### config.mk
export PLATFORM = sky130hd
export DESIGN_NAME = ir_pulse_width_frame_sender
export DESIGN_NICKNAME = d
export VERILOG_FILES = /design/src/hdl/ir_pwfs_pkg.sv /design/src/hdl/ir_pwfs_front.sv /design/src/hdl/ir_pwfs_queue.sv /design/src/hdl/ir_pwfs_back.sv /design/src/hdl/ir_pulse_width_frame_sender.sv
export VERILOG_INCLUDE_DIRS = /design/src /design/src/hdl
export SDC_FILE = /design/constraint.sdc
export NUM_CORES = 1
export LEC_CHECK = 0
export ABC_AREA = 1
export BUFFER_PORTS_ARGS = -buffer_cell sky130_fd_sc_hd__buf_2
export CAP_MARGIN = 20
export CORE_UTILIZATION = 55
export DETAILED_ROUTE_END_ITERATION = 8
export PLACE_DENSITY_LB_ADDON = 0.15
export SLEW_MARGIN = 30
export SYNTH_ARGS = -nofsm -noshare
export SYNTH_HDL_FRONTEND = slang
export SYNTH_HIERARCHICAL = 1
export SYNTH_SLANG_ARGS = --single-unit
### constraint.sdc
create_clock -name clk_i -period 7.3 [get_ports clk_i]
set_clock_uncertainty 0.15 [all_clocks]
set_input_delay 0.365 -clock clk_i [delete_from_list [all_inputs] [get_ports clk_i]]
set_output_delay 0.365 -clock clk_i [all_outputs]
set_load 0.01 [all_outputs]
### src/hdl/ir_pulse_width_frame_sender_defines.svh
`ifndef IR_PULSE_WIDTH_FRAME_SENDER_DEFINES_SVH
`define IR_PULSE_WIDTH_FRAME_SENDER_DEFINES_SVH

// Same-cycle implication, checked outside reset
`define IRPW_ASSERT_NOW(label, clk, rst_n, pre, post) \
  label: assert property (@(posedge clk) disable iff (!rst_n) (pre) |-> (post)) \
    else $error("ir sender check failed");

// Next-cycle implication, checked outside reset
`define IRPW_ASSERT_NEXT(label, clk, rst_n, pre, post) \
  label: assert property (@(posedge clk) disable iff (!rst_n) (pre) |=> (post)) \
    else $error("ir sender check failed");

`endif

### src/hdl/ir_pwfs_pkg.sv
`default_nettype none

package ir_pwfs_pkg;

  localparam int unsigned CodeW        = 4;
  localparam int unsigned TickW        = 8;
  localparam int unsigned CfgIdxW      = 2;
  localparam int unsigned CodeBitsDef  = 4;
  localparam int unsigned QueueDepth   = 2;

  localparam logic [TickW-1:0] HeaderTicksRst = 8'd32;
  localparam logic [TickW-1:0] ZeroTicksRst   = 8'd16;
  localparam logic [TickW-1:0] OneTicksRst    = 8'd64;
  localparam logic [TickW-1:0] SpaceTicksRst  = 8'd38;

  typedef enum logic [0:0] {
    CMD_TICK = 1'b0,
    CMD_SEND = 1'b1
  } cmd_e;

  typedef enum logic [CfgIdxW-1:0] {
    REG_HEADER = 2'd0,
    REG_ZERO   = 2'd1,
    REG_ONE    = 2'd2,
    REG_SPACE  = 2'd3
  } cfg_reg_e;

  typedef struct packed {
    logic             cmd;
    logic [CodeW-1:0] code;
  } in_item_t;

  typedef struct packed {
    logic ir_level;
    logic busy_res;
    logic frame_done;
    logic rejected;
  } out_item_t;

  // queue entry: classified item
  typedef struct packed {
    cmd_e             cmd;
    logic [CodeW-1:0] code;
  } entry_t;

endpackage

`default_nettype wire

### src/hdl/ir_pwfs_front.sv
`default_nettype none

module ir_pwfs_front (
  input  wire logic                clk_i,
  input  wire logic                rst_ni,
  input  wire logic                in_valid_i,
  output logic                     in_ready_o,
  input  wire ir_pwfs_pkg::in_item_t in_data_i,
  output logic                     push_o,
  input  wire logic                push_ready_i,
  output ir_pwfs_pkg::entry_t      push_data_o
);

  logic                 valid_q, valid_d;
  ir_pwfs_pkg::entry_t  entry_q, entry_d;
  logic                 take;

  assign in_ready_o = !valid_q || push_ready_i;
  assign take       = in_valid_i && in_ready_o;
  assign push_o     = valid_q;
  assign push_data_o = entry_q;

  always_comb begin
    valid_d = valid_q;
    entry_d = entry_q;
    if (take) begin
      valid_d = 1'b1;
      entry_d.cmd  = in_data_i.cmd ? ir_pwfs_pkg::CMD_SEND : ir_pwfs_pkg::CMD_TICK;
      entry_d.code = in_data_i.code;
    end else if (push_ready_i) begin
      valid_d = 1'b0;
    end
  end

  always_ff @(posedge clk_i or negedge rst_ni) begin
    if (!rst_ni) begin
      valid_q <= 1'b0;
    end else begin
      valid_q <= valid_d;
    end
  end

  always_ff @(posedge clk_i) begin
    entry_q <= entry_d;
  end

endmodule

`default_nettype wire

### src/hdl/ir_pwfs_queue.sv
`default_nettype none

module ir_pwfs_queue (
  input  wire logic                 clk_i,
  input  wire logic                 rst_ni,
  input  wire logic                 push_i,
  output logic                      push_ready_o,
  input  wire ir_pwfs_pkg::entry_t  push_data_i,
  output logic                      pop_valid_o,
  input  wire logic                 pop_i,
  output ir_pwfs_pkg::entry_t       pop_data_o
);

  localparam int unsigned Depth = ir_pwfs_pkg::QueueDepth;
  localparam int unsigned PtrW  = (Depth > 1) ? $clog2(Depth) : 1;
  localparam int unsigned CntW  = $clog2(Depth + 1);
  localparam logic [PtrW-1:0] PtrLast = PtrW'(Depth - 1);
  localparam logic [CntW-1:0] CntFull = CntW'(Depth);

  ir_pwfs_pkg::entry_t mem_q [Depth];
  logic [PtrW-1:0] wr_q, rd_q;
  logic [CntW-1:0] cnt_q;
  logic            do_push, do_pop;

  assign push_ready_o = (cnt_q != CntFull);
  assign pop_valid_o  = (cnt_q != '0);
  assign pop_data_o   = mem_q[rd_q];
  assign do_push      = push_i && push_ready_o;
  assign do_pop       = pop_i && pop_valid_o;

  always_ff @(posedge clk_i or negedge rst_ni) begin
    if (!rst_ni) begin
      wr_q  <= '0;
      rd_q  <= '0;
      cnt_q <= '0;
    end else begin
      if (do_push) begin
        wr_q <= (wr_q == PtrLast) ? '0 : wr_q + 1'b1;
      end
      if (do_pop) begin
        rd_q <= (rd_q == PtrLast) ? '0 : rd_q + 1'b1;
      end
      if (do_push && !do_pop) begin
        cnt_q <= cnt_q + 1'b1;
      end else if (do_pop && !do_push) begin
        cnt_q <= cnt_q - 1'b1;
      end
    end
  end

  always_ff @(posedge clk_i) begin
    if (do_push) begin
      mem_q[wr_q] <= push_data_i;
    end
  end

endmodule

`default_nettype wire

### src/hdl/ir_pwfs_back.sv
`default_nettype none

`include "ir_pulse_width_frame_sender_defines.svh"

module ir_pwfs_back #(
  parameter int unsigned CODE_BITS = ir_pwfs_pkg::CodeBitsDef
) (
  input  wire logic                                clk_i,
  input  wire logic                                rst_ni,
  input  wire logic                                cfg_we_i,
  input  wire logic [ir_pwfs_pkg::CfgIdxW-1:0]     cfg_idx_i,
  input  wire logic [ir_pwfs_pkg::TickW-1:0]       cfg_wdata_i,
  input  wire logic                                pop_valid_i,
  output logic                                     pop_o,
  input  wire ir_pwfs_pkg::entry_t                 pop_data_i,
  output logic                                     out_valid_o,
  input  wire logic                                out_ready_i,
  output ir_pwfs_pkg::out_item_t                   out_data_o
);

  localparam int unsigned TickW = ir_pwfs_pkg::TickW;
  localparam int unsigned CodeW = ir_pwfs_pkg::CodeW;
  localparam int unsigned ExtW  = (CODE_BITS > CodeW) ? CODE_BITS : CodeW;
  localparam int unsigned BitW  = (CODE_BITS > 1) ? $clog2(CODE_BITS) : 1;
  localparam logic [BitW-1:0] BitLast = BitW'(CODE_BITS - 1);

  typedef enum logic [2:0] {
    PH_IDLE      = 3'd0,
    PH_HDR_BURST = 3'd1,
    PH_HDR_SPACE = 3'd2,
    PH_BIT_BURST = 3'd3,
    PH_BIT_SPACE = 3'd4
  } phase_e;

  logic [TickW-1:0] hdr_len_q, zero_len_q, one_len_q, space_len_q;

  phase_e                 phase_q, phase_d;
  logic [TickW-1:0]       tick_q, tick_d;
  logic [BitW-1:0]        bit_q, bit_d;
  logic [CODE_BITS-1:0]   shift_q, shift_d;
  logic                   level_q, level_d;
  logic                   out_valid_q, out_valid_d;
  ir_pwfs_pkg::out_item_t out_q, out_d;

  logic [ExtW-1:0]  code_ext;
  logic [TickW-1:0] len;
  logic [TickW:0]   tick_nxt;
  logic             ends;
  logic             done, rej;

  assign pop_o       = pop_valid_i && (!out_valid_q || out_ready_i);
  assign out_valid_o = out_valid_q;
  assign out_data_o  = out_q;
  assign code_ext    = ExtW'(pop_data_i.code);
  assign tick_nxt    = {1'b0, tick_q} + 1'b1;
  assign ends        = (tick_nxt >= {1'b0, len});

  always_comb begin
    unique case (phase_q)
      PH_HDR_BURST: len = hdr_len_q;
      PH_BIT_BURST: len = shift_q[CODE_BITS-1] ? one_len_q : zero_len_q;
      default:      len = space_len_q;
    endcase
  end

  always_comb begin
    phase_d = phase_q;
    tick_d  = tick_q;
    bit_d   = bit_q;
    shift_d = shift_q;
    level_d = level_q;
    done    = 1'b0;
    rej     = 1'b0;
    if (pop_o) begin
      if (pop_data_i.cmd == ir_pwfs_pkg::CMD_SEND) begin
        if (phase_q != PH_IDLE) begin
          rej = 1'b1;
        end else begin
          phase_d = PH_HDR_BURST;
          tick_d  = '0;
          bit_d   = '0;
          shift_d = code_ext[CODE_BITS-1:0];
        end
      end else begin
        tick_d = ends ? '0 : tick_nxt[TickW-1:0];
        unique case (phase_q)
          PH_IDLE: begin
            tick_d = tick_q;
          end
          PH_HDR_BURST: begin
            level_d = !level_q;
            if (ends) phase_d = PH_HDR_SPACE;
          end
          PH_HDR_SPACE: begin
            level_d = 1'b0;
            if (ends) begin
              phase_d = PH_BIT_BURST;
              bit_d   = '0;
            end
          end
          PH_BIT_BURST: begin
            level_d = !level_q;
            if (ends) phase_d = PH_BIT_SPACE;
          end
          PH_BIT_SPACE: begin
            level_d = 1'b0;
            if (ends) begin
              if (bit_q == BitLast) begin
                phase_d = PH_IDLE;
                bit_d   = '0;
                done    = 1'b1;
              end else begin
                phase_d = PH_BIT_BURST;
                bit_d   = bit_q + 1'b1;
                shift_d = shift_q << 1;
              end
            end
          end
          default: begin
            phase_d = PH_IDLE;
            tick_d  = tick_q;
          end
        endcase
      end
    end
  end

  always_comb begin
    out_valid_d = out_valid_q;
    out_d       = out_q;
    if (pop_o) begin
      out_valid_d      = 1'b1;
      out_d.ir_level   = level_d;
      out_d.busy_res   = (phase_d != PH_IDLE);
      out_d.frame_done = done;
      out_d.rejected   = rej;
    end else if (out_ready_i) begin
      out_valid_d = 1'b0;
    end
  end

  always_ff @(posedge clk_i or negedge rst_ni) begin
    if (!rst_ni) begin
      phase_q     <= PH_IDLE;
      tick_q      <= '0;
      bit_q       <= '0;
      shift_q     <= '0;
      level_q     <= 1'b0;
      out_valid_q <= 1'b0;
    end else begin
      phase_q     <= phase_d;
      tick_q      <= tick_d;
      bit_q       <= bit_d;
      shift_q     <= shift_d;
      level_q     <= level_d;
      out_valid_q <= out_valid_d;
    end
  end

  always_ff @(posedge clk_i) begin
    out_q <= out_d;
  end

  always_ff @(posedge clk_i or negedge rst_ni) begin
    if (!rst_ni) begin
      hdr_len_q   <= ir_pwfs_pkg::HeaderTicksRst;
      zero_len_q  <= ir_pwfs_pkg::ZeroTicksRst;
      one_len_q   <= ir_pwfs_pkg::OneTicksRst;
      space_len_q <= ir_pwfs_pkg::SpaceTicksRst;
    end else if (cfg_we_i) begin
      unique case (ir_pwfs_pkg::cfg_reg_e'(cfg_idx_i))
        ir_pwfs_pkg::REG_HEADER: hdr_len_q   <= cfg_wdata_i;
        ir_pwfs_pkg::REG_ZERO:   zero_len_q  <= cfg_wdata_i;
        ir_pwfs_pkg::REG_ONE:    one_len_q   <= cfg_wdata_i;
        ir_pwfs_pkg::REG_SPACE:  space_len_q <= cfg_wdata_i;
        default: ;
      endcase
    end
  end

  `IRPW_ASSERT_NOW(a_idle_count_clear, clk_i, rst_ni,
    phase_q == PH_IDLE, tick_q == '0 && bit_q == '0)
  `IRPW_ASSERT_NOW(a_done_not_busy, clk_i, rst_ni,
    out_valid_q && out_q.frame_done, !out_q.busy_res && !out_q.rejected)
  `IRPW_ASSERT_NEXT(a_busy_send_rejected, clk_i, rst_ni,
    pop_o && pop_data_i.cmd == ir_pwfs_pkg::CMD_SEND && phase_q != PH_IDLE,
    out_valid_q && out_q.rejected && phase_q == $past(phase_q))

endmodule

`default_nettype wire

### src/hdl/ir_pulse_width_frame_sender.sv
`default_nettype none

// IR pulse-width frame sender. Each transfer on the input is a carrier half-period
// tick or a send request; each produces exactly one result transfer holding the
// emitter level, busy, frame-done and rejected flags. Items enter a classifying
// front register, wait in a two-entry queue and are executed by the frame state
// machine, which drives a registered output stage. One item is taken every cycle
// when the output side is ready; an item's result passes the front register, the
// queue and the output register before it becomes valid. The user must write
// burst and space lengths through the config port only while idle; the block
// itself does not enforce this. A length of zero behaves as one tick.

module ir_pulse_width_frame_sender #(
  parameter int unsigned CODE_BITS = ir_pwfs_pkg::CodeBitsDef
) (
  input  wire logic                            clk_i,
  input  wire logic                            rst_ni,
  input  wire logic                            in_valid_i,
  output logic                                 in_ready_o,
  input  wire ir_pwfs_pkg::in_item_t           in_data_i,
  output logic                                 out_valid_o,
  input  wire logic                            out_ready_i,
  output ir_pwfs_pkg::out_item_t               out_data_o,
  input  wire logic                            cfg_we_i,
  input  wire logic [ir_pwfs_pkg::CfgIdxW-1:0] cfg_idx_i,
  input  wire logic [ir_pwfs_pkg::TickW-1:0]   cfg_wdata_i
);

  logic                push, push_ready, pop_valid, pop;
  ir_pwfs_pkg::entry_t push_data, pop_data;

  ir_pwfs_front u_front (
    .clk_i        (clk_i),
    .rst_ni       (rst_ni),
    .in_valid_i   (in_valid_i),
    .in_ready_o   (in_ready_o),
    .in_data_i    (in_data_i),
    .push_o       (push),
    .push_ready_i (push_ready),
    .push_data_o  (push_data)
  );

  ir_pwfs_queue u_queue (
    .clk_i        (clk_i),
    .rst_ni       (rst_ni),
    .push_i       (push),
    .push_ready_o (push_ready),
    .push_data_i  (push_data),
    .pop_valid_o  (pop_valid),
    .pop_i        (pop),
    .pop_data_o   (pop_data)
  );

  ir_pwfs_back #(
    .CODE_BITS (CODE_BITS)
  ) u_back (
    .clk_i       (clk_i),
    .rst_ni      (rst_ni),
    .cfg_we_i    (cfg_we_i),
    .cfg_idx_i   (cfg_idx_i),
    .cfg_wdata_i (cfg_wdata_i),
    .pop_valid_i (pop_valid),
    .pop_o       (pop),
    .pop_data_i  (pop_data),
    .out_valid_o (out_valid_o),
    .out_ready_i (out_ready_i),
    .out_data_o  (out_data_o)
  );

endmodule

`default_nettype wire
==> summary.txt <==
Route
  • Drt total wl: 7.31 mm
  • Vias: 2755
  • Residual DRC: 0
  • 1st-pass router iterations: 4
  • Wire per inst: 14.1 um
  • DR vias/cell: 5.33
  • ANT nets after route: 0
  • Iteration-0 DRC Markers: ~220

GRT
  • Initial antenna violation count: 0
  • Gr usage total: around a quarter
  • GR Util met3: 4.77%
  • Largest net degree at the start of global routing: 57
  • GR Util met1: 34.0%
  • First-pass GRT wire length: 13.1 mm
  • GR peak layer: met2
  • GR met2 Demand/Resource: 36.8%
  • Grt ovf: 0
  • Number of global-route vias before repair: roughly 2800

Synthesis
  • Yosys top cell area share: 34.5%
  • Predominant post-synthesis flop cell: dfrtp_1
  • Seq/Total Area, Yosys: 54.6%
  • Post-synthesis mux area share: 0%
  • Top cell type by total area after synthesis: dfrtp_1
  • Most frequent cell after synthesis: nand2_1
  • Seq cells post-synth: 75
  • Syn avg cell area: 8.96 um^2
  • Largest cells by area after synthesis: dfrtp_1, edfxtp_1, nand2_1
  • Compound-gate portion of the synthesized area: 12.7%
  • Synth cell count leaders: nand2_1, dfrtp_1, inv_1
  • Netlist cell types: 39
  • Largest family of logic cells by synthesized area: simple AND/OR/NAND/NOR gates
  • Syn nets: around 440
  • Post-Synth XOR/XNOR Area: 1.66%
  • Yosys warns: 6
  • Post-synthesis cell count: between 400 and 500
  • Ys async rst share: 74.7%
  • Number of synthesized flops with an enable pin: 19
  • Synth Cell Area: 3630 um^2
  • Post-Synth Simple-Gate Area: 20.4%
  • Post-Synth Adder-Cell Area: 3.79%

Timing
  • Min Clock Period, post-route: 3.14 ns
  • RSZ-0062 raised after global routing: false
  • Worst Tran Pin Value: 0.705 ns
  • Post-Route Setup TNS: 0 ns
  • F_max: 0.318 GHz
  • Final setup fails: 0
  • Setup WS post-layout: roughly 4.2 ns
  • Max-slew violation count: 0
  • Max_slew headroom: 53.0%
  • Final period utilization: 43.0%
  • Fin. Hold Viols: 0

Placed design
  • Pre-CTS setup slack: 4.18 ns
  • Area post-placement: 3820 um^2
  • # placed instances: 501
  • Detailed placement HPWL: between 5 and 6 mm
  • GP Congestion: roughly 0.86
  • I/O Buffers: 25

Outcome
  • Status: completed

Floorplanning
  • Die Ht: 83.2 um
  • Core Area: 6350 um^2
  • Total die area: 6920 um^2
  • Die W: about 83 um
  • Row count: 29
  • Initial Utilization: 57.1%
  • Io pins: 26

Power and ir drop
  • Tot Pwr: about 0.0017 W
  • Leakage: 2.01 nW
  • Pwr Density: 425 nW/um^2
  • Peak VDD IR: between 0.2 and 0.25 mV

Critical path
  • CP Max Fanout: 9
  • CP endpoint kind: flip-flop
  • CP startpoint kind: flip-flop
  • CP required: 7.24 ns
  • CP Class: flip-flop to flip-flop
  • Most frequent CP cell: nand2_1
  • Crit-path cells: clkinv_1 > nand2_1 > nand2_1 > a32o_1 > a21oi_1 > ha_1 > nand2_1 > nor2_1 > nand2_1 > nand3_1 > nand2_1 > nand2_1 > nand2_1 > nand2_2 > inv_2 > nand2_1 > nand2_1 > nand2_1 > a21oi_1 > nand3_1
  • Cell class contributing the biggest share of worst-path delay: simple AND/OR/NAND/NOR gates
  • Buf/Inv on CP: 2
  • R2R depth: 20
  • Slowest cell on the critical path: dfrtp_1
  • Crit path depth: 20
  • Worst endpoint data arrival time: 3.08 ns
  • Delay of the slowest cell on the worst path: roughly 0.51 ns

Clock tree
  • H-tree levels: 3
  • Post-cts resize count: 0
  • Worst-case clock buffer depth: 2
  • CTS Buf Count: 9
  • CTS clk-pin slew, worst paths: about 0.08 ns
  • Clock tree root buffer cell: clkbuf_8
  • Skew-Pair Late Insertion Delay: about 0.35 ns
  • CTS tree: yes
  • Post-CTS setup buffers: 0
  • Hold Buf Count CTS: 0
  • CTS Sinks: between 70 and 80

Cells and area
  • Antenna diodes: 0
  • Filler cells: around 550
  • Final nets: 466
  • Final std cells w/o fill: a little over 500
  • Area grow syn2layout: 12.9%
  • Final Cell Area: 4090 um^2
  • Layout cells sized above 1: 17.0%

Hold path
  • Worst Hold Class: input pin to async pin

Run
  • Total of max-cap violations: 0
## sequential cells by signal, summed over array words and instances (netlist names)
register             flops
u_back/space_len_q       8
u_back/shift_q           4
u_back/zero_len_q        8
u_queue/wr_q             1
u_back/one_len_q         8
u_back/tick_q            8
u_back/bit_q             2
u_queue/mem_q           10
u_back/out_data_o        4
u_back/hdr_len_q         8
u_back/phase_q           3
u_front/push_data_o      5
u_back/out_valid_o       1
u_front/push_o           1
u_queue/rd_q             1
u_queue/cnt_q            2
u_back/level_q           1
## path summary, 6_finish.rpt
check	startpoint	to	slack (ns)
min reg2reg	u_front/push_data_o[4]	u_queue/mem_q[1][4]	0.30
min in group clk_i	in_data_i[0]	u_front/push_data_o[0]	0.03
max reg2reg	u_back/shift_q[3]	u_back/out_data_o[2]	4.16
max in group asynchronous	rst_ni	u_back/hdr_len_q[6]	6.54
min	rst_ni	u_back/tick_q[1]	0.0002
max	u_back/shift_q[3]	u_back/out_data_o[2]	4.16
## final cells by class
type	instances	area, um^2	area share (%)
Tap cell	77	96.3	2.35
Multi-Input combinational cell	266	1400	34.1
Timing Repair Buffer	26	133	3.24
Clock inverter	7	149	3.64
Sequential cell	75	1980	48.3
Inverter	57	216	5.29
Clock buffer	9	124	3.03
## power breakdown
group          switching (W)  internal (W)  total (W)
Clock               0.000162      0.000265   0.000427
Sequential         0.0000798      0.000555   0.000635
Combinational       0.000449      0.000231   0.000680
## worst register-to-register path: stages, from the launching register on
cell      delay (ns)
dfrtp_1         0.51
clkinv_1        0.32
nand2_1         0.13
nand2_1         0.06
a32o_1          0.21
a21oi_1         0.18
ha_1            0.27
nand2_1         0.06
nor2_1          0.04
nand2_1         0.05
nand3_1         0.06
nand2_1         0.06
nand2_1         0.05
nand2_1         0.10
nand2_2         0.09
inv_2           0.13
nand2_1         0.06
nand2_1         0.06
nand2_1         0.04
a21oi_1         0.17
nand3_1         0.11
## per-layer routing
metal | vias up | wire [um]
li1 | 1386 | -
met1 | 1298 | 3540
met2 | 67 | 3400
met3 | 4 | 321
met4 | 0 | 46
met5 | - | 0
## cell families (layout without fill, tap and decap cells)
kind of cell    count (synthesis)  count (layout)
buf+inv                        64              99
xor+xnor                        6               6
flops                          75              75
simple gates                  168             168
compound gates                 81              81
fa+ha+maj                      11              11
## through the flow
stage | hold WS (ns) | utilization (%)
2_1_floorplan | -0.0806 | -
3_3_place_gp | 0.280 | 60.2
3_5_place_dp | 0.281 | 60.2
4_1_cts | 0.0193 | 64.5
5_1_grt | 0.0188 | 64.5
6_report | 0.000177 | 64.5
## layout by cell type, fill, tap and decap left out, types with 2 or more instances in the layout
master	count
edfxtp_1	19
o21ai_0	41
nand2_4	3
clkbuf_8	9
o211ai_1	3
a21oi_1	13
nand3_1	16
nand2_2	3
o21ai_1	6
nor2_1	9
nor2_2	6
inv_1	47
a31oi_1	2
nand2_1	124
a22o_1	4
nand4_1	2
ha_1	11
xor2_1	4
dfstp_2	6
bufinv_16	4
clkinv_4	2
a221oi_1	2
dfrtp_1	50
o22ai_1	5
inv_2	8
buf_2	25
Power figures use the tool's default switching activity.
